<file path="config.mk">
export PLATFORM = sky130hd
export DESIGN_NAME = battery_gauge_monitor_flat
export DESIGN_NICKNAME = d
export VERILOG_FILES = /design/src/rtl/core/bgm_pkg.sv /design/src/rtl/core/bgm_stream_if.sv /design/src/rtl/core/bgm_serial_arith.sv /design/src/rtl/core/battery_gauge_monitor.sv /design/src/flat_wrapper.sv
export VERILOG_INCLUDE_DIRS = /design/src /design/src/rtl/core
export SDC_FILE = /design/constraint.sdc
export NUM_CORES = 1
export LEC_CHECK = 0
export BUFFER_PORTS_ARGS = -buffer_cell sky130_fd_sc_hd__buf_2
export CORE_MARGIN = 4
export CORE_UTILIZATION = 30
export CTS_BUF_LIST = sky130_fd_sc_hd__clkbuf_4 sky130_fd_sc_hd__clkbuf_8 sky130_fd_sc_hd__clkbuf_16
export CTS_CLUSTER_DIAMETER = 150
export CTS_CLUSTER_SIZE = 20
export DETAILED_ROUTE_END_ITERATION = 7
export SETUP_SLACK_MARGIN = 0.1
export SYNTH_ARGS = -nofsm -noshare
export SYNTH_HDL_FRONTEND = slang
export SYNTH_SLANG_ARGS = --single-unit
</file>
<file path="constraint.sdc">
create_clock -name clk -period 7.9 [get_ports clk]
set_input_delay 0 -clock clk [delete_from_list [all_inputs] [get_ports clk]]
set_output_delay 0 -clock clk [all_outputs]
set_load 0.05 [all_outputs]
</file>
<file path="src/rtl/core/battery_gauge_monitor_macros.svh">
// Assertion macros for the battery gauge monitor.
// Used by the top level only; no other dependencies.
`ifndef BATTERY_GAUGE_MONITOR_MACROS_SVH
`define BATTERY_GAUGE_MONITOR_MACROS_SVH
// Implication checked on every clock edge outside reset.
`define BGM_ASSERT_IMP(label, clk, rst_n, ante, cons) \
    label: assert property (@(posedge clk) disable iff (!rst_n) (ante) |-> (cons)) \
        else $error("assertion failed");
// Next-cycle implication.
`define BGM_ASSERT_NXT(label, clk, rst_n, ante, cons) \
    label: assert property (@(posedge clk) disable iff (!rst_n) (ante) |=> (cons)) \
        else $error("assertion failed");
`endif

</file>
<file path="src/rtl/core/bgm_pkg.sv">
// Shared constants and types for the battery gauge monitor.
// No dependencies.
package bgm_pkg;
    localparam int ADC_BITS_DEF  = 10;
    localparam int MEAN_FRAC_DEF = 8;
    localparam int GAIN_BITS     = 16;
    localparam int GAIN_FRAC     = 10;
    localparam int MV_BITS       = 15;
    localparam int PCT_BITS      = 7;
    localparam logic [MV_BITS-1:0] PACK_MAX = 15'd20000;
    localparam logic [PCT_BITS-1:0] PCT_MAX = 7'd99;
    localparam logic [GAIN_BITS-1:0] GAIN_RESET = 16'd19955;

    localparam logic REG_CHEMISTRY = 1'b0;
    localparam logic REG_GAIN      = 1'b1;

    typedef enum logic [1:0] {
        COL_GREEN  = 2'd0,
        COL_ORANGE = 2'd1,
        COL_RED    = 2'd2,
        COL_BLACK  = 2'd3
    } color_t;

    // Interpolation segment: lower knee voltage, span, base pct, pct rise.
    typedef struct packed {
        logic        hit;
        logic [13:0] v_lo;
        logic [10:0] span;
        logic [6:0]  c_lo;
        logic [6:0]  rise;
    } seg_t;

    function automatic seg_t find_seg(input logic chem, input logic [14:0] v);
        seg_t s;
        s = '0;
        if (!chem) begin
            if (v >= 15'd4000)      s = '{1'b1, 14'd4000, 11'd200, 7'd90, 7'd10};
            else if (v >= 15'd3850) s = '{1'b1, 14'd3850, 11'd150, 7'd75, 7'd15};
            else if (v >= 15'd3750) s = '{1'b1, 14'd3750, 11'd100, 7'd50, 7'd25};
            else if (v >= 15'd3550) s = '{1'b1, 14'd3550, 11'd200, 7'd7,  7'd43};
            else if (v >= 15'd3350) s = '{1'b1, 14'd3350, 11'd200, 7'd0,  7'd7};
        end else begin
            if (v >= 15'd12847)      s = '{1'b1, 14'd12847, 11'd1105, 7'd75, 7'd25};
            else if (v >= 15'd12733) s = '{1'b1, 14'd12733, 11'd114,  7'd50, 7'd25};
            else if (v >= 15'd12455) s = '{1'b1, 14'd12455, 11'd278,  7'd20, 7'd30};
            else if (v >= 15'd12169) s = '{1'b1, 14'd12169, 11'd286,  7'd10, 7'd10};
            else if (v >= 15'd11755) s = '{1'b1, 14'd11755, 11'd414,  7'd5,  7'd5};
            else if (v >= 15'd10424) s = '{1'b1, 14'd10424, 11'd1331, 7'd0,  7'd5};
        end
        return s;
    endfunction
endpackage

</file>
<file path="src/rtl/core/bgm_stream_if.sv">
// Valid/ready channel interfaces for the battery gauge monitor.
// Depends on nothing but its parameters.
interface bgm_in_if #(parameter int ADC_BITS = 10);
    logic                valid;
    logic                ready;
    logic                mode;
    logic [ADC_BITS-1:0] adc_sample;
    logic [1:0]          forced_color;
    modport source (output valid, mode, adc_sample, forced_color, input ready);
    modport sink   (input valid, mode, adc_sample, forced_color, output ready);
endinterface

interface bgm_out_if;
    logic        valid;
    logic        ready;
    logic [14:0] pack_mv;
    logic [2:0]  cells;
    logic [14:0] per_cell_mv;
    logic [6:0]  charge_pct;
    logic [1:0]  color;
    modport source (output valid, pack_mv, cells, per_cell_mv, charge_pct, color,
                    input ready);
    modport sink   (input valid, pack_mv, cells, per_cell_mv, charge_pct, color,
                    output ready);
endinterface

interface bgm_cfg_if;
    logic        valid;
    logic        ready;
    logic        index;
    logic [15:0] data;
    modport source (output valid, index, data, input ready);
    modport sink   (input valid, index, data, output ready);
endinterface

</file>
<file path="src/rtl/core/bgm_serial_arith.sv">
// Shared bit-serial unit: shift-add multiply and restoring divide.
// Depends on nothing; operand width set by parameter.
module bgm_serial_arith #(
    parameter int W = 34
) (
    input  logic         clk,
    input  logic         rst_n,
    input  logic         start,
    input  logic         is_div,
    input  logic [W-1:0] a,
    input  logic [W-1:0] b,
    output logic         done,
    output logic [W-1:0] result
);
    localparam int CW = $clog2(W + 1);

    logic [W-1:0] acc_reg;
    logic [W-1:0] acc_next;
    logic [W-1:0] sh_reg;
    logic [W-1:0] sh_next;
    logic [W-1:0] op_reg;
    logic         div_reg;
    logic [CW-1:0] cnt_reg;
    logic         busy_reg;
    logic [W:0]   trial;

    always_comb
    begin
        acc_next = acc_reg;
        sh_next  = sh_reg;
        trial    = '0;
        if (div_reg)
        begin
            // restoring: shift remainder, bring in next dividend bit
            trial   = {acc_reg, sh_reg[W-1]} - {1'b0, op_reg};
            sh_next = {sh_reg[W-2:0], ~trial[W]};
            acc_next = trial[W] ? {acc_reg[W-2:0], sh_reg[W-1]} : trial[W-1:0];
        end
        else
        begin
            if (sh_reg[0])
                acc_next = acc_reg + op_reg;
            sh_next = sh_reg >> 1;
        end
    end

    always_ff @(posedge clk or negedge rst_n)
    begin
        if (!rst_n)
        begin
            busy_reg <= 1'b0;
            cnt_reg  <= '0;
            done     <= 1'b0;
        end
        else
        begin
            done <= 1'b0;
            if (start)
            begin
                busy_reg <= 1'b1;
                cnt_reg  <= CW'(W);
            end
            else if (busy_reg)
            begin
                cnt_reg <= cnt_reg - 1'b1;
                if (cnt_reg == CW'(1))
                begin
                    busy_reg <= 1'b0;
                    done     <= 1'b1;
                end
            end
        end
    end

    // multiply: op shifts left each step; divide: op fixed
    always_ff @(posedge clk)
    begin
        if (start)
        begin
            acc_reg <= '0;
            sh_reg  <= b;
            op_reg  <= a;
            div_reg <= is_div;
        end
        else if (busy_reg)
        begin
            acc_reg <= acc_next;
            sh_reg  <= sh_next;
            if (!div_reg)
                op_reg <= op_reg << 1;
        end
    end

    assign result = div_reg ? sh_reg : acc_reg;
endmodule

</file>
<file path="src/rtl/core/battery_gauge_monitor.sv">
// Battery gauge monitor top level: sequencer around one bit-serial unit.
// Depends on bgm_pkg, the channel interfaces, bgm_serial_arith and the macros header.
// One item at a time. A sample beat runs six passes through the shared serial unit:
// average multiply by 19, divide by 20, gain multiply, divide by cells, interpolation
// multiply and interpolation divide. Each pass takes W = ADC_BITS+MEAN_FRAC_BITS+16
// steps plus a handover. A table lookup state and an output state follow, and the
// output register then holds the valid result. The serial unit's width W sets the
// length of each pass. A seeding or forced-colour beat skips the two averaging
// passes. A cell voltage below the table skips the two interpolation passes.
// The result sits in an output register; the next beat is accepted once it is taken.
// Configuration writes are taken whenever offered and must only arrive while idle.
`include "battery_gauge_monitor_macros.svh"
module battery_gauge_monitor #(
    parameter int ADC_BITS       = bgm_pkg::ADC_BITS_DEF,
    parameter int MEAN_FRAC_BITS = bgm_pkg::MEAN_FRAC_DEF
) (
    input logic clk,
    input logic rst_n,
    bgm_in_if.sink     in_ch,
    bgm_out_if.source  out_ch,
    bgm_cfg_if.sink    cfg
);
    localparam int MB = ADC_BITS + MEAN_FRAC_BITS;
    localparam int W  = MB + bgm_pkg::GAIN_BITS;

    typedef enum logic [3:0] {
        S_IDLE, S_AVG, S_AVG_DIV, S_GAIN, S_CELL_DIV, S_LOOKUP, S_INT_MUL, S_INT_DIV, S_OUT
    } state_t;

    state_t state_reg;
    logic   chem_reg;
    logic [15:0] gain_reg;
    logic [MB-1:0] mean_reg;
    logic [2:0]  cells_reg;
    logic [1:0]  color_reg;
    logic        mode_reg;
    logic [MB-1:0] samp_reg;
    logic [14:0] pack_reg;
    logic [14:0] per_reg;
    logic [6:0]  pct_reg;
    bgm_pkg::seg_t seg_reg;
    logic        start;
    logic        is_div;
    logic [W-1:0] op_a;
    logic [W-1:0] op_b;
    logic        done;
    logic [W-1:0] res;
    logic [W-1:0] pack_full;
    logic [14:0] pack_sat;
    logic [W-1:0] pct_sum;
    logic [6:0]  pct_clamped;
    bgm_pkg::seg_t seg_now;

    function automatic logic [2:0] cells_of(input logic [14:0] p);
        logic [2:0] c;
        c = (cells_reg == 3'd0) ? 3'd1 : cells_reg;
        if (!mode_reg)
        begin
            if (chem_reg)          c = 3'd1;
            else if (p >= 15'd17000) c = 3'd1;
            else if (p >= 15'd12800) c = 3'd4;
            else if (p >= 15'd9000)  c = 3'd3;
            else if (p >= 15'd6000)  c = 3'd2;
        end
        return c;
    endfunction

    function automatic logic [1:0] next_color(input logic [1:0] c, input logic [6:0] p);
        logic [1:0] n;
        n = c;
        if (p >= 7'd80 && c != bgm_pkg::COL_GREEN)        n = bgm_pkg::COL_GREEN;
        else if (p < 7'd25 && c == bgm_pkg::COL_GREEN)    n = bgm_pkg::COL_ORANGE;
        else if (p < 7'd15 && c == bgm_pkg::COL_ORANGE)   n = bgm_pkg::COL_RED;
        else if (p < 7'd5 && c == bgm_pkg::COL_RED)       n = bgm_pkg::COL_BLACK;
        return n;
    endfunction

    bgm_serial_arith #(.W(W)) u_arith (
        .clk(clk), .rst_n(rst_n), .start(start), .is_div(is_div),
        .a(op_a), .b(op_b), .done(done), .result(res)
    );

    assign cfg.ready   = 1'b1;
    assign in_ch.ready = (state_reg == S_IDLE) && !out_ch.valid;

    assign pack_full = res >> (MEAN_FRAC_BITS + bgm_pkg::GAIN_FRAC);
    assign pack_sat  = (pack_full > W'(bgm_pkg::PACK_MAX)) ? bgm_pkg::PACK_MAX
                                                           : pack_full[14:0];
    assign seg_now   = bgm_pkg::find_seg(chem_reg, per_reg);
    // full-width sum so a large quotient still clamps
    assign pct_sum     = W'(seg_reg.c_lo) + res;
    assign pct_clamped = (pct_sum > W'(bgm_pkg::PCT_MAX)) ? bgm_pkg::PCT_MAX
                                                          : pct_sum[6:0];

    // operand selection for the shared unit, keyed by the current state, for the pass of the state being entered
    always_comb
    begin
        start  = 1'b0;
        is_div = 1'b0;
        op_a   = '0;
        op_b   = '0;
        case (state_reg)
            S_IDLE:
            begin
                if (in_ch.valid && in_ch.ready && !in_ch.mode && mean_reg != '0)
                begin
                    start = 1'b1;
                    op_a  = W'(mean_reg);
                    op_b  = W'(19);
                end
                else if (in_ch.valid && in_ch.ready)
                begin
                    start = 1'b1;
                    op_a  = W'(in_ch.mode ? mean_reg
                                          : MB'(in_ch.adc_sample) << MEAN_FRAC_BITS);
                    op_b  = W'(gain_reg);
                end
            end
            S_AVG:
            begin
                if (done)
                begin
                    start  = 1'b1;
                    is_div = 1'b1;
                    op_a   = W'(20);
                    op_b   = res + W'(samp_reg);
                end
            end
            S_AVG_DIV:
            begin
                if (done)
                begin
                    start = 1'b1;
                    op_a  = W'(res[MB-1:0]);
                    op_b  = W'(gain_reg);
                end
            end
            S_GAIN:
            begin
                if (done)
                begin
                    start  = 1'b1;
                    is_div = 1'b1;
                    op_a   = W'(cells_of(pack_sat));
                    op_b   = W'(pack_sat);
                end
            end
            S_LOOKUP:
            begin
                if (seg_now.hit)
                begin
                    start = 1'b1;
                    op_a  = W'(seg_now.rise);
                    op_b  = W'(per_reg - 15'(seg_now.v_lo));
                end
            end
            S_INT_MUL:
            begin
                if (done)
                begin
                    start  = 1'b1;
                    is_div = 1'b1;
                    op_a   = W'(seg_reg.span);
                    op_b   = res;
                end
            end
            default:
            begin
                start = 1'b0;
            end
        endcase
    end

    always_ff @(posedge clk or negedge rst_n)
    begin
        if (!rst_n)
        begin
            state_reg    <= S_IDLE;
            chem_reg     <= 1'b0;
            gain_reg     <= bgm_pkg::GAIN_RESET;
            mean_reg     <= '0;
            cells_reg    <= 3'd1;
            color_reg    <= bgm_pkg::COL_GREEN;
            mode_reg     <= 1'b0;
            samp_reg     <= '0;
            pack_reg     <= '0;
            per_reg      <= '0;
            pct_reg      <= '0;
            seg_reg      <= '0;
            out_ch.valid <= 1'b0;
        end
        else
        begin
            if (cfg.valid)
            begin
                if (cfg.index == bgm_pkg::REG_CHEMISTRY) chem_reg <= cfg.data[0];
                else                                     gain_reg <= cfg.data;
            end
            if (out_ch.valid && out_ch.ready)
                out_ch.valid <= 1'b0;
            case (state_reg)
                S_IDLE:
                begin
                    if (in_ch.valid && in_ch.ready)
                    begin
                        mode_reg <= in_ch.mode;
                        samp_reg <= MB'(in_ch.adc_sample) << MEAN_FRAC_BITS;
                        if (in_ch.mode)
                        begin
                            color_reg <= in_ch.forced_color;
                            state_reg <= S_GAIN;
                        end
                        else if (mean_reg != '0)
                            state_reg <= S_AVG;
                        else
                        begin
                            mean_reg  <= MB'(in_ch.adc_sample) << MEAN_FRAC_BITS;
                            state_reg <= S_GAIN;
                        end
                    end
                end
                S_AVG:      if (done) state_reg <= S_AVG_DIV;
                S_AVG_DIV:
                begin
                    if (done)
                    begin
                        mean_reg  <= res[MB-1:0];
                        state_reg <= S_GAIN;
                    end
                end
                S_GAIN:
                begin
                    if (done)
                    begin
                        pack_reg  <= pack_sat;
                        cells_reg <= cells_of(pack_sat);
                        state_reg <= S_CELL_DIV;
                    end
                end
                S_CELL_DIV:
                begin
                    if (done)
                    begin
                        per_reg   <= res[14:0];
                        // table lookup needs per_reg, so it gets its own state
                        state_reg <= S_LOOKUP;
                    end
                end
                S_LOOKUP:
                begin
                    seg_reg <= seg_now;
                    if (seg_now.hit)
                        state_reg <= S_INT_MUL;
                    else
                    begin
                        pct_reg   <= '0;
                        state_reg <= S_OUT;
                    end
                end
                S_INT_MUL:  if (done) state_reg <= S_INT_DIV;
                S_INT_DIV:
                begin
                    if (done)
                    begin
                        pct_reg   <= pct_clamped;
                        state_reg <= S_OUT;
                    end
                end
                S_OUT:
                begin
                    if (!mode_reg)
                        color_reg <= next_color(color_reg, pct_reg);
                    out_ch.valid <= 1'b1;
                    state_reg    <= S_IDLE;
                end
                default: state_reg <= S_IDLE;
            endcase
        end
    end

    always_ff @(posedge clk)
    begin
        if (state_reg == S_OUT)
        begin
            out_ch.pack_mv     <= pack_reg;
            out_ch.cells       <= cells_reg;
            out_ch.per_cell_mv <= per_reg;
            out_ch.charge_pct  <= pct_reg;
            out_ch.color       <= mode_reg ? color_reg : next_color(color_reg, pct_reg);
        end
    end

    `BGM_ASSERT_IMP(a_no_accept_busy, clk, rst_n, state_reg != S_IDLE, !in_ch.ready)
    `BGM_ASSERT_NXT(a_out_after_seq, clk, rst_n, state_reg == S_OUT, out_ch.valid)
    `BGM_ASSERT_IMP(a_cells_range, clk, rst_n, out_ch.valid, out_ch.cells != 3'd0 && out_ch.cells <= 3'd4)
    `BGM_ASSERT_IMP(a_pct_range, clk, rst_n, out_ch.valid, out_ch.charge_pct <= 7'd99)
endmodule

</file>
<file path="src/flat_wrapper.sv">
// flat-port wrapper written by rule: the top's interface ports become plain ports
module battery_gauge_monitor_flat 
#(
    parameter int ADC_BITS       = bgm_pkg::ADC_BITS_DEF,
    parameter int MEAN_FRAC_BITS = bgm_pkg::MEAN_FRAC_DEF
)
  (clk, rst_n, in_ch_valid, in_ch_mode, in_ch_adc_sample, in_ch_forced_color, in_ch_ready, out_ch_valid, out_ch_pack_mv, out_ch_cells, out_ch_per_cell_mv, out_ch_charge_pct, out_ch_color, out_ch_ready, cfg_valid, cfg_index, cfg_data, cfg_ready);
  bgm_in_if #(.ADC_BITS(ADC_BITS)) in_ch_i ();
  bgm_out_if out_ch_i ();
  bgm_cfg_if cfg_i ();
  input logic clk;
  input logic rst_n;
  input wire logic [$bits(in_ch_i.valid)-1:0] in_ch_valid;
  input wire logic [$bits(in_ch_i.mode)-1:0] in_ch_mode;
  input wire logic [$bits(in_ch_i.adc_sample)-1:0] in_ch_adc_sample;
  input wire logic [$bits(in_ch_i.forced_color)-1:0] in_ch_forced_color;
  output wire logic [$bits(in_ch_i.ready)-1:0] in_ch_ready;
  output wire logic [$bits(out_ch_i.valid)-1:0] out_ch_valid;
  output wire logic [$bits(out_ch_i.pack_mv)-1:0] out_ch_pack_mv;
  output wire logic [$bits(out_ch_i.cells)-1:0] out_ch_cells;
  output wire logic [$bits(out_ch_i.per_cell_mv)-1:0] out_ch_per_cell_mv;
  output wire logic [$bits(out_ch_i.charge_pct)-1:0] out_ch_charge_pct;
  output wire logic [$bits(out_ch_i.color)-1:0] out_ch_color;
  input wire logic [$bits(out_ch_i.ready)-1:0] out_ch_ready;
  input wire logic [$bits(cfg_i.valid)-1:0] cfg_valid;
  input wire logic [$bits(cfg_i.index)-1:0] cfg_index;
  input wire logic [$bits(cfg_i.data)-1:0] cfg_data;
  output wire logic [$bits(cfg_i.ready)-1:0] cfg_ready;
  assign in_ch_i.valid = in_ch_valid;
  assign in_ch_i.mode = in_ch_mode;
  assign in_ch_i.adc_sample = in_ch_adc_sample;
  assign in_ch_i.forced_color = in_ch_forced_color;
  assign in_ch_ready = in_ch_i.ready;
  assign out_ch_valid = out_ch_i.valid;
  assign out_ch_pack_mv = out_ch_i.pack_mv;
  assign out_ch_cells = out_ch_i.cells;
  assign out_ch_per_cell_mv = out_ch_i.per_cell_mv;
  assign out_ch_charge_pct = out_ch_i.charge_pct;
  assign out_ch_color = out_ch_i.color;
  assign out_ch_i.ready = out_ch_ready;
  assign cfg_i.valid = cfg_valid;
  assign cfg_i.index = cfg_index;
  assign cfg_i.data = cfg_data;
  assign cfg_ready = cfg_i.ready;
  battery_gauge_monitor #(.ADC_BITS(ADC_BITS), .MEAN_FRAC_BITS(MEAN_FRAC_BITS)) u_core (.clk(clk), .rst_n(rst_n), .in_ch(in_ch_i), .out_ch(out_ch_i), .cfg(cfg_i));
endmodule
</file>
==> Word-level counts from Yosys, hierarchy flattened <==
Index checks and enable logic that the tools add are counted.
{ "totals": {"elab_cells": 203, "in_bits": 35, "out_inout_bits": 45, "register_bits": 264} }
{ "op_classes": {"order_cmp": 21, "n_eq_ne": 23, "add_sub_neg": 6, "bitwise_logic": 2, "mux": 90, "n_reduce_logical": 35} }
{ "op_table": {"columns": ["operator", "n"], "rows": [
  ["two-way mux 34 bit", 16],
  ["two-way mux 40 bit", 12],
  ["one-hot mux 34 bit (6 select lines)", 2],
  [">= comparator 15 x 14 -> 1 bit (second input constant)", 8],
  ["two-way mux 18 bit", 6],
  [">= comparator 15 x 12 -> 1 bit (second input constant)", 5],
  ["two-way mux 4 bit", 9],
  ["one-hot mux 18 bit (2 select lines)", 1],
  ["subtractor 35 x 34 -> 35 bit", 1],
  ["adder 34 x 18 -> 34 bit", 1],
  ["adder 34 bit", 1],
  ["adder 7 x 34 -> 34 bit", 1],
  ["> comparator 34 x 7 -> 1 bit (second input constant)", 1],
  ["two-way mux 16 bit", 2],
  ["one-hot mux 4 bit (8 select lines)", 1],
  ["two-way mux 15 bit", 2],
  ["two-way mux 7 bit", 4],
  ["two-way mux 3 bit", 8],
  ["inequality test 2 bit (second input constant)", 11],
  ["nonzero test 18 bit", 1],
  ["== test 4 x 3 -> 1 bit (second input constant)", 4],
  ["> comparator 16 x 15 -> 1 bit (second input constant)", 1],
  ["two-way mux 2 bit", 8],
  ["subtractor 15 x 14 -> 16 bit", 1],
  ["other kinds (34)", 70]
]} }

==> Longest topological paths before layout <==
Gate-level depths: netlist of the first run.
{ "logic_depth": {"ltp_word": 13, "mapped_depth": 24, "depth_no_buf": 22} }

==> Hierarchy <==
A second synthesis of the first run with hierarchy kept.
{ "hier_totals": {"hier_cells": 2212, "area_unflattened_um2": 19338.5} }
{ "by_module_without_submodules": {"columns": ["module", "n_inst", "seq_area_each_um2", "cells_per_inst", "area_each_um2"], "rows": [
  ["battery_gauge_monitor", 1, 4002.6, 1172, 10347.4],
  ["bgm_serial_arith", 1, 2952.8, 1040, 8991.1]
]} }

==> Worst setup path before layout of the first run <==
No wires, ideal clock.
{ "synth_path": {"kind": "reg-to-reg", "start": "register u_core.state_reg[1]", "end": "register u_core.color_reg[0]", "t_required_ns": 7.538, "setup_ns": 0.362, "t_arrival_ns": 5.829, "path_stages_with_launch": 4, "n_path_buf": 1, "synth_period_minus_slack_ns": 6.192, "path_slack_ns": 1.708, "cell_sequence": "dfrtp_1 > clkbuf_1 > nor4b_1 > o21ai_0"} }
{ "synth_via": {"elab_chain_cells": 5} }
{ "synth_rtl": {"columns": ["item", "line_no", "rtl"], "rows": [
  ["start, declared", "battery_gauge_monitor.sv:30", "state_t state_reg;"],
  ["start signal, assigned", "battery_gauge_monitor.sv:178", "state_reg <= S_IDLE;"],
  ["start signal, assigned", "battery_gauge_monitor.sv:211", "state_reg <= S_GAIN;"],
  ["start signal, assigned", "battery_gauge_monitor.sv:214", "state_reg <= S_AVG;"],
  ["logical NOT 4 bit", "battery_gauge_monitor.sv:84, battery_gauge_monitor.sv:201", null],
  ["logical AND 1 bit", "battery_gauge_monitor.sv:84", "assign in_ch.ready = (state_reg == S_IDLE) && !out_ch.valid;"],
  ["logical AND 1 bit", "battery_gauge_monitor.sv:204", "if (in_ch.valid && in_ch.ready)"],
  ["inequality test 2 bit (no line)", null, null],
  ["AND reduction 3 bit (no line)", null, null],
  ["end signal, assigned", "battery_gauge_monitor.sv:183", "color_reg <= bgm_pkg::COL_GREEN;"],
  ["end signal, assigned", "battery_gauge_monitor.sv:210", "color_reg <= in_ch.forced_color;"],
  ["end signal, assigned", "battery_gauge_monitor.sv:272", "color_reg <= next_color(color_reg, pct_reg);"],
  ["end, declared", "battery_gauge_monitor.sv:35", "logic [1:0] color_reg;"]
]} }
Parallel ways exist; a longest one is shown, timed or not.
A chain may end at the register's enable or synchronous reset.

==> Worst setup path after layout of the first run <==
{ "layout_path": {"start": "register u_core.per_reg[9]", "end": "register u_core.u_arith.sh_reg[17] (data pin)"} }
{ "layout_via": {"elab_chain_cells": 12} }
{ "layout_rtl": {"columns": ["item", "line_no", "rtl"], "rows": [
  ["start, declared", "battery_gauge_monitor.sv:39", "logic [14:0] per_reg;"],
  ["start signal, assigned", "battery_gauge_monitor.sv:244", "per_reg <= res[14:0];"],
  [">= comparator 15 x 14 -> 1 bit", "bgm_pkg.sv:48", "else if (v >= 15'd10424) s = '{1'b1, 14'd10424, 11'd1331, 7'd0, 7'd5};"],
  ["two-way mux 40 bit", "bgm_pkg.sv:48", null],
  ["two-way mux 40 bit", "bgm_pkg.sv:47", "else if (v >= 15'd11755) s = '{1'b1, 14'd11755, 11'd414, 7'd5, 7'd5};"],
  ["two-way mux 40 bit", "bgm_pkg.sv:46", "else if (v >= 15'd12169) s = '{1'b1, 14'd12169, 11'd286, 7'd10, 7'd10};"],
  ["two-way mux 40 bit", "bgm_pkg.sv:45", "else if (v >= 15'd12455) s = '{1'b1, 14'd12455, 11'd278, 7'd20, 7'd30};"],
  ["two-way mux 40 bit", "bgm_pkg.sv:44", "else if (v >= 15'd12733) s = '{1'b1, 14'd12733, 11'd114, 7'd50, 7'd25};"],
  ["two-way mux 40 bit", "bgm_pkg.sv:43", "if (v >= 15'd12847) s = '{1'b1, 14'd12847, 11'd1105, 7'd75, 7'd25};"],
  ["two-way mux 40 bit", "bgm_pkg.sv:36", "if (!chem) begin"],
  ["subtractor 15 x 14 -> 16 bit", "battery_gauge_monitor.sv:154", "op_b = W'(per_reg - 15'(seg_now.v_lo));"],
  ["two-way mux 34 bit", "battery_gauge_monitor.sv:150", "if (seg_now.hit)"],
  ["one-hot mux 34 bit (6 select lines)", "battery_gauge_monitor.sv:102", "case (state_reg)"],
  ["two-way mux 34 bit (*)", "bgm_serial_arith.sv:78", "if (start)"],
  ["end signal, assigned", "bgm_serial_arith.sv:88", "sh_reg <= sh_next;"],
  ["end, declared", "bgm_serial_arith.sv:19", "logic [W-1:0] sh_reg;"]
]} }
Mark *: on every way between the ends. The rest lies on a longest branch, timed or not.

==> results of run 1 <==
report_power, final:
part           total [mW]  internal (mW)  switching, mW
Clock               0.963          0.453          0.510
Combinational        7.14           2.90           4.25
Sequential           2.71           2.04          0.668
critical path, stage by stage (launching register included):
cell	delay [ns]
dfrtp_1	0.53
nor3_1	0.30
o21ai_0	0.13
a21o_1	0.20
a21oi_1	0.57
nor2_1	0.17
nor4_1	0.68
ha_1	0.39
a31o_2	0.26
a21o_1	0.17
a21o_1	0.21
a311o_1	0.36
a41o_1	0.31
o41ai_4	0.90
a221oi_1	0.11
a21oi_1	0.20
layout make-up:
type                       instances  share of cell area [%]
antenna                            1                  0.0119
timing repair buffer             148                    4.76
tap                              837                    5.00
multi-input combinational       1673                    52.8
sequential                       262                    33.2
clock buffer                      28                    2.42
clock inverter                     1                  0.0955
inverter                          94                    1.68
worst max-delay path by stage:
stage / to / slack (ns) / startpoint / depth (start not counted)
6_report: u_core.u_arith.sh_reg[17] / 2.25 / u_core.per_reg[9] / 15
5_1_grt: u_core.u_arith.sh_reg[31] / 1.96 / u_core.per_reg[1] / 22
4_1_cts: u_core.u_arith.sh_reg[22] / 2.37 / u_core.per_reg[8] / 15
3_5_place_dp: u_core.u_arith.sh_reg[17] / 2.35 / u_core.per_reg[8] / 15
3_3_place_gp: u_core.u_arith.sh_reg[18] / 2.44 / u_core.per_reg[1] / 22
2_1_floorplan: u_core.color_reg[0] / 1.71 / u_core.state_reg[1] / 3
Yosys cell counts (9+ instances only):
cell type  instances  share of area [%]
mux2i_1           53                2.8
nor3_1            41                1.1
o22ai_1           17               0.57
a221oi_1          19               0.88
nand3_1           44                1.2
buf_2             28               0.74
and2_1            11               0.37
or3_1              9               0.30
a31oi_1           36                1.2
o211ai_1          23               0.92
nor2b_1           23               0.76
a22oi_1           11               0.44
o21a_1            22               0.88
nor2_1           174                3.5
a311oi_1          11               0.51
dfxtp_1           34                3.6
dfrtp_1          106                 14
o21ai_0          139                3.7
ha_1             101                6.7
a21oi_1          182                4.8
nand2_1          252                5.0
o21ai_1           10               0.27
mux2_2            36                2.2
nand2b_1          36                1.2
nor4_1            16               0.53
a31o_2            12               0.56
clkbuf_1          66                1.3
and3_1            16               0.53
a211oi_1          16               0.64
dfstp_2           11                1.5
nand4_1           10               0.33
a21o_1            58                2.3
inv_1             93                1.9
o221ai_1          15               0.70
xor2_1            26                1.2
xnor2_1           83                3.9
o21bai_1          20               0.80
edfxtp_1         111                 18
a22o_1            11               0.51
cells by family (layout without fill, tap and decap cells):
kind of cell               after synthesis  count (layout)  share of synthesized area (%)
muxes                                   90              90                           5.05
DFF                                    262             262                           37.0
buffers and inverters                  203             271                           4.47
xor gates and xnor gates               110             110                           5.16
adders and majority gates              106             106                           7.25
AOI/OAI and AO/OA                      686             686                           24.2
other                                    1               2                         0.0199
and+or+nand+nor                        680             680                           16.9
through the flow:
| stage | hold slack [ns] | util [%] |
|---|---|---|
| after floorplan | -0.296 | - |
| after global placement | 0.127 | 32.5 |
| after detailed placement | 0.142 | 32.5 |
| after CTS | 0.000315 | 33.8 |
| after global routing | 0.0403 | 33.8 |
| final | 0.0259 | 33.8 |
repair_timing:
item,4_1_cts,5_1_grt
setup endpoints to repair,0,0
hold buffers,32,0
hold endpoints to repair,92,0
metal layers:
metal,vias to the layer above,GRT usage (%)
met5,-,0
met3,107,2.51
met4,2,5.29
met1,8325,26.6
li1,7987,-
met2,665,29.5
==> impl_results.md, run 1 <==
- Status: finished, final reports clean
- Vias: 17.1k
- FFs w/ async S/R, synth: 44.7%
- Row count: 91
- Post-Syn Area: 18800 sq um
- Max-Cap Viols: 0
- Vias in the first global route: 16.3k
- Avg Synthesized Cell Area: 8.80 sq um
- Worst Max-Slew Pin Slew: 1.13 ns
- Final estimated routing congestion in global placement: 0.946
- Top_reg_cell synth: edfxtp_1
- Hold WC Path Type: input port to register
- Fmax: 0.177 GHz
- Clock Skew: 0.0380 ns
- Unrepaired setup endpoints after global routing: no
- VDD IR-drop max: 0.000244 V
- FF+latch area: 6960 sq um
- Initial Util: 30.4%
- Yosys warns: 0
- # port buffers: 78
- Post-route ant nets: 0
- Die height: 258 um
- DIE AREA: 66800 sq um
- Root buf cell: clkbuf_16
- Worst Reg-to-Reg Cells: 15
- Place WS: 2.35 ns
- Critical Path Start Type: register
- Crit path time final: 5.65 ns
- Cell count after synthesis: 2138
- DR WL met2: 28.8 mm
- Period utilization: 71.5%
- Post-route setup slack: 2.25 ns
- Overall Power: 10.8 mW
- HP Start: in_ch_mode
- Worst Path Required: 8.28 ns
- DR WL met3: 4.61 mm
- Worst Path Arrival: 6.03 ns
- Highest routed layer: met5
- Fin. max-slew vios: 0
- Worst r2r src: u_core.per_reg[9]
- Final layout net count: 2337
- Post-route cell area: 21000 sq um
- Number of library cell types mapped by synthesis: 99
- Area of the multi-input gates: 11100 sq um
- PwrDens: 516 nW/um^2
- Hold EP: u_core.mode_reg
- Critical Path Sink Type: register
- CTS H-Tree Depth: 1
- Via-to-Cell Ratio: 5.61
- Dpl cells: 2982
- #FFs+latches synth: 262
- Crit Path Max Fanout: 15
- Max Root-Sink Buffers: 3
- CTS sink cnt: 262
- Syn nets: 2279
- Routed WL: 64.5 mm
- Post-Layout Cell Count: 3044
- Drt drc: 0
- Antenna violations before repair: 1
- Setup TNS after final layout: 0 ns
- Hpwl dp: 48.4 mm
- # resized after CTS: 0
- CTS tree: yes
- Hold Path Cell Cnt: 3
- Post-synthesis sequential area ratio: 37.0%
- Flop2flop setup slack: 2.25 ns
- GRT Overall Usage: 18.6%
- Largest net degree at the start of global routing: 82
- Crit path kind: register to register
- DRC violation total after the first TritonRoute iteration: 2039
- WL per Instance: 21.2 um
- Final Setup Violations: 0
- Total gr overflow: 0
- R2r endpoint: u_core.u_arith.sh_reg[17]
- Commonest cells after routing, fill and taps aside: nand2_1, a21oi_1, nor2_1, o21ai_0, edfxtp_1
- Layout cells sized above 1: 11.1%
- Drt pass-1 iters: 6
- Layout fillers: 6461
- Commonest non-fill, non-tap cell in the layout: nand2_1
- IO Count: 80
- Leak Pwr: 8.80 nW
- Hold Vio Cnt, Final: 0
- Die Width: 258 um
- EDFF count, synth: 111
- DRT met1 WL: 29.2 mm
- First-pass GRT wire length: 98.8 mm
- Slew headroom: 24.4%
- Placed cell area: 20100 sq um
- CTS buffer count: 17
- Clk_lat worst skew: 0.54 ns
- Core ar.: 61900 sq um
- Syn-to-layout area delta: 11.4%
- Post-CTS setup buffers: 0
- CTS clk-pin slew, worst paths: 0.11 ns
Power figures use the tool's default switching activity.
==> run 2, diff against run 1 <==
==> constraint.sdc (replaced) <==
create_clock -name clk -period 5 [get_ports clk]
set_input_delay 0 -clock clk [delete_from_list [all_inputs] [get_ports clk]]
set_output_delay 0 -clock clk [all_outputs]
set_load 0.05 [all_outputs]
==> run 2 against run 1 <==
  * Sequential power increased by 54%
  * Die area unchanged
  * Total power increased by 62%
  * Hold slack improved by 0.013 ns
  * Core utilization increased by 0.97 points
  * Wire length increased by 3.2%
  * Design area increased by 2.9%
  * Register-to-register slack got worse by 2.0 ns
  * First-iteration DRC count decreased by 7.7%
  * Largest power group unchanged
  * Highest routed layer is now met4
==> impl_results.md, run 2 (synthesis gave the netlist of run 1 again) <==
- Drt drc: 0 (unchanged)
- Psw: 8.71 mW (was 5.42 mW)
- Hold WC Path Type: input port to register (unchanged)
- Vias: 17.3k (was 17.1k)
- Antenna violations before repair: 0 (was 1)
- Root buf cell: clkbuf_16 (unchanged)
- PwrDens: 813 nW/um^2 (was 516 nW/um^2)
- Period utilization: 94.7% (was 71.5%)
- Worst Path Required: 5.38 ns (was 8.28 ns)
- Flop2flop setup slack: 0.26 ns (was 2.25 ns)
- Slew headroom: 19.5% (was 24.4%)
- Max-Cap Viols: 0 (unchanged)
- Core ar.: 61900 sq um (unchanged)
- CP bufs+invs: 4 (was 0)
- Leak Pwr: 9.13 nW (was 8.80 nW)
- DRC violation total after the first TritonRoute iteration: 1883 (was 2039)
- Int Power: 8.82 mW (was 5.39 mW)
- Via-to-Cell Ratio: 5.58 (was 5.61)
- Ant diodes: 0 (was 1)
- Post-route ant nets: 0 (unchanged)
- CTS sink cnt: 262 (unchanged)
- Largest net degree at the start of global routing: 99 (was 82)
- Crit path time final: 4.74 ns (was 5.65 ns)
- CTS buffer count: 17 (unchanged)
- Vias in the first global route: 16.6k (was 16.3k)
- Crit path largest cell delay: 0.46 ns (was 0.90 ns)
- Critical Path Start Type: register (unchanged)
- CTS H-Tree Depth: 1 (unchanged)
- Worst path cell trace: buf_4 -> nor3_1 -> nand2_1 -> a211o_1 -> a31o_2 -> inv_1 -> nand2_1 -> a21oi_1 -> nor2_1 -> ha_1 -> a21o_1 -> a31o_2 -> a21o_1 -> a21o_1 -> a311o_1 -> a41o_1 -> o41ai_4 -> buf_6 -> buf_12 -> a221oi_1 -> a21oi_1 (was nor3_1 -> o21ai_0 -> a21o_1 -> a21oi_1 -> nor2_1 -> nor4_1 -> ha_1 -> a31o_2 -> a21o_1 -> a21o_1 -> a311o_1 -> a41o_1 -> o41ai_4 -> a221oi_1 -> a21oi_1)
- Initial Util: 30.4% (unchanged)
- Commonest non-fill, non-tap cell in the layout: nand2_1 (unchanged)
- Worst Max-Slew Pin Slew: 1.21 ns (was 1.13 ns)
- Crit-path slowest cell: dfrtp_2 (was o41ai_4)
- Worst Path Arrival: 5.11 ns (was 6.03 ns)
- IO Count: 80 (unchanged)
- Final layout net count: 2397 (was 2337)
- WL per Instance: 21.5 um (was 21.2 um)
- Crit path kind: register to register (unchanged)
- CTS clk-pin slew, worst paths: 0.10 ns (was 0.11 ns)
- Clock Skew: 0.0446 ns (was 0.0380 ns)
- Post-route setup slack: 0.263 ns (was 2.25 ns)
- Drt pass-1 iters: 6 (unchanged)
- Hold Vio Cnt, Final: 0 (unchanged)
- GRT Overall Usage: 19.2% (was 18.6%)
- CTS tree: yes (unchanged)
- Setup TNS after final layout: 0 ns (unchanged)
- DIE AREA: 66800 sq um (unchanged)
- Syn-to-layout area delta: 14.6% (was 11.4%)
- Place WS: 0.0646 ns (was 2.35 ns)
- VDD IR-drop max: 0.000476 V (was 0.000244 V)
- Routed WL: 66.6 mm (was 64.5 mm)
- Clock power frac: 8.8% (was 8.9%)
- Overall Power: 17.5 mW (was 10.8 mW)
- Final estimated routing congestion in global placement: 0.940 (was 0.946)
- Hpwl dp: 50.6 mm (was 48.4 mm)
- Fmax: 0.211 GHz (was 0.177 GHz)
- Critical Path Sink Type: register (unchanged)
- Unrepaired setup endpoints after global routing: yes (was no)
- Cell mode on critical path: a21o_1 (unchanged)
- Crit Path Max Fanout: 8 (was 15)
- CP top delay family: compound AO/OA/AOI/OAI gates (unchanged)
- First-pass GRT wire length: 102 mm (was 98.8 mm)
- Max Root-Sink Buffers: 3 (unchanged)
- Clk_lat worst skew: 0.54 ns (about the same)
- # port buffers: 78 (unchanged)
- Die Width: 258 um (unchanged)
- Sw Ratio: 49.7% (was 50.2%)
- Die height: 258 um (unchanged)
- Commonest cells after routing, fill and taps aside: nand2_1, a21oi_1, nor2_1, o21ai_0, edfxtp_1 (unchanged)
- Layout cells sized above 1: 14.0% (was 11.1%)
- Logic pwr share: 67.5% (was 66.1%)
- Total gr overflow: 0 (unchanged)
- Status: finished, final reports clean (unchanged)
- Row count: 91 (unchanged)
- Hold_ws: 0.0390 ns (was 0.0259 ns)
- Fin. max-slew vios: 0 (unchanged)
- Sequential Power Share: 23.7% (was 25.0%)
- Final Setup Violations: 0 (unchanged)
==> run 2: metal layers <==
metal / vias up / wire [um] / GRT usage [%]
li1: 8090 / - / -
met1: 8500 / 30300 / 27.2
met2: 651 / 30400 / 31.2
met3: 80 / 4230 / 2.65
met4: 0 / 1580 / 4.48
met5: - / 0 / 0
==> run 2: worst register-to-register path, delay by kind of cell (launching register included) <==
kind,cells,cell delay [ns]
compound gates,12,2.76
buf+inv,4,0.58
simple gates,4,0.48
flops,1,0.46
fa+ha+maj,1,0.31
==> run 2: layout make-up <==
class | count | area (sq um)
Inverter | 94 | 353
Multi-Input combinational cell | 1673 | 11100
Clock buffer | 28 | 508
Clock inverter | 1 | 20.0
Sequential cell | 262 | 6960
Fill cell | 6431 | 40400
Timing Repair Buffer | 208 | 1530
Tap cell | 837 | 1050
==> run 2: per-stage QoR <==
stage / util [%] / area [sq um] / std cells
after floorplan: - / 18800 / 2138
after global placement: 33.2 / 20500 / 3033
after detailed placement: 33.2 / 20500 / 3033
after CTS: 34.6 / 21400 / 3094
after global routing: 34.8 / 21600 / 3103
final: 34.8 / 21600 / 3103
==> run 2: timing repair <==
item,CTS,global route
gates cloned,0,1
gates resized for setup,1,18
buffers inserted,0,8
hold endpoints to repair,86,0
pin swaps,0,3
hold buffers,32,0
endpoints found under the setup margin,10,20
==> run 2: final timing paths <==
| path | from | end | cells past startpoint |
|---|---|---|---|
| max in group asynchronous | rst_n | u_core.mean_reg[7] | 3 |
| max | u_core.per_reg[7] | u_core.u_arith.sh_reg[27] | 21 |
| min | in_ch_valid | u_core.mode_reg | 5 |
| min reg2reg | u_core.pack_reg[13] | u_core.out_ch.pack_mv[13] | 0 |
| max reg2reg | u_core.per_reg[7] | u_core.u_arith.sh_reg[27] | 21 |
| min in group asynchronous | rst_n | u_core.pack_reg[2] | 2 |
==> run 2: power groups by stage <==
| stage | combinational, mW | sequential (mW) | clock [mW] |
|---|---|---|---|
| floorplan | 8.59 | 3.79 | 0 |
| global placement | 11.3 | 4.16 | 0 |
| detailed placement | 11.5 | 4.18 | 0 |
| CTS | 11.6 | 4.14 | 1.57 |
| global route | 13.0 | 4.25 | 1.63 |
| finish | 11.8 | 4.16 | 1.54 |
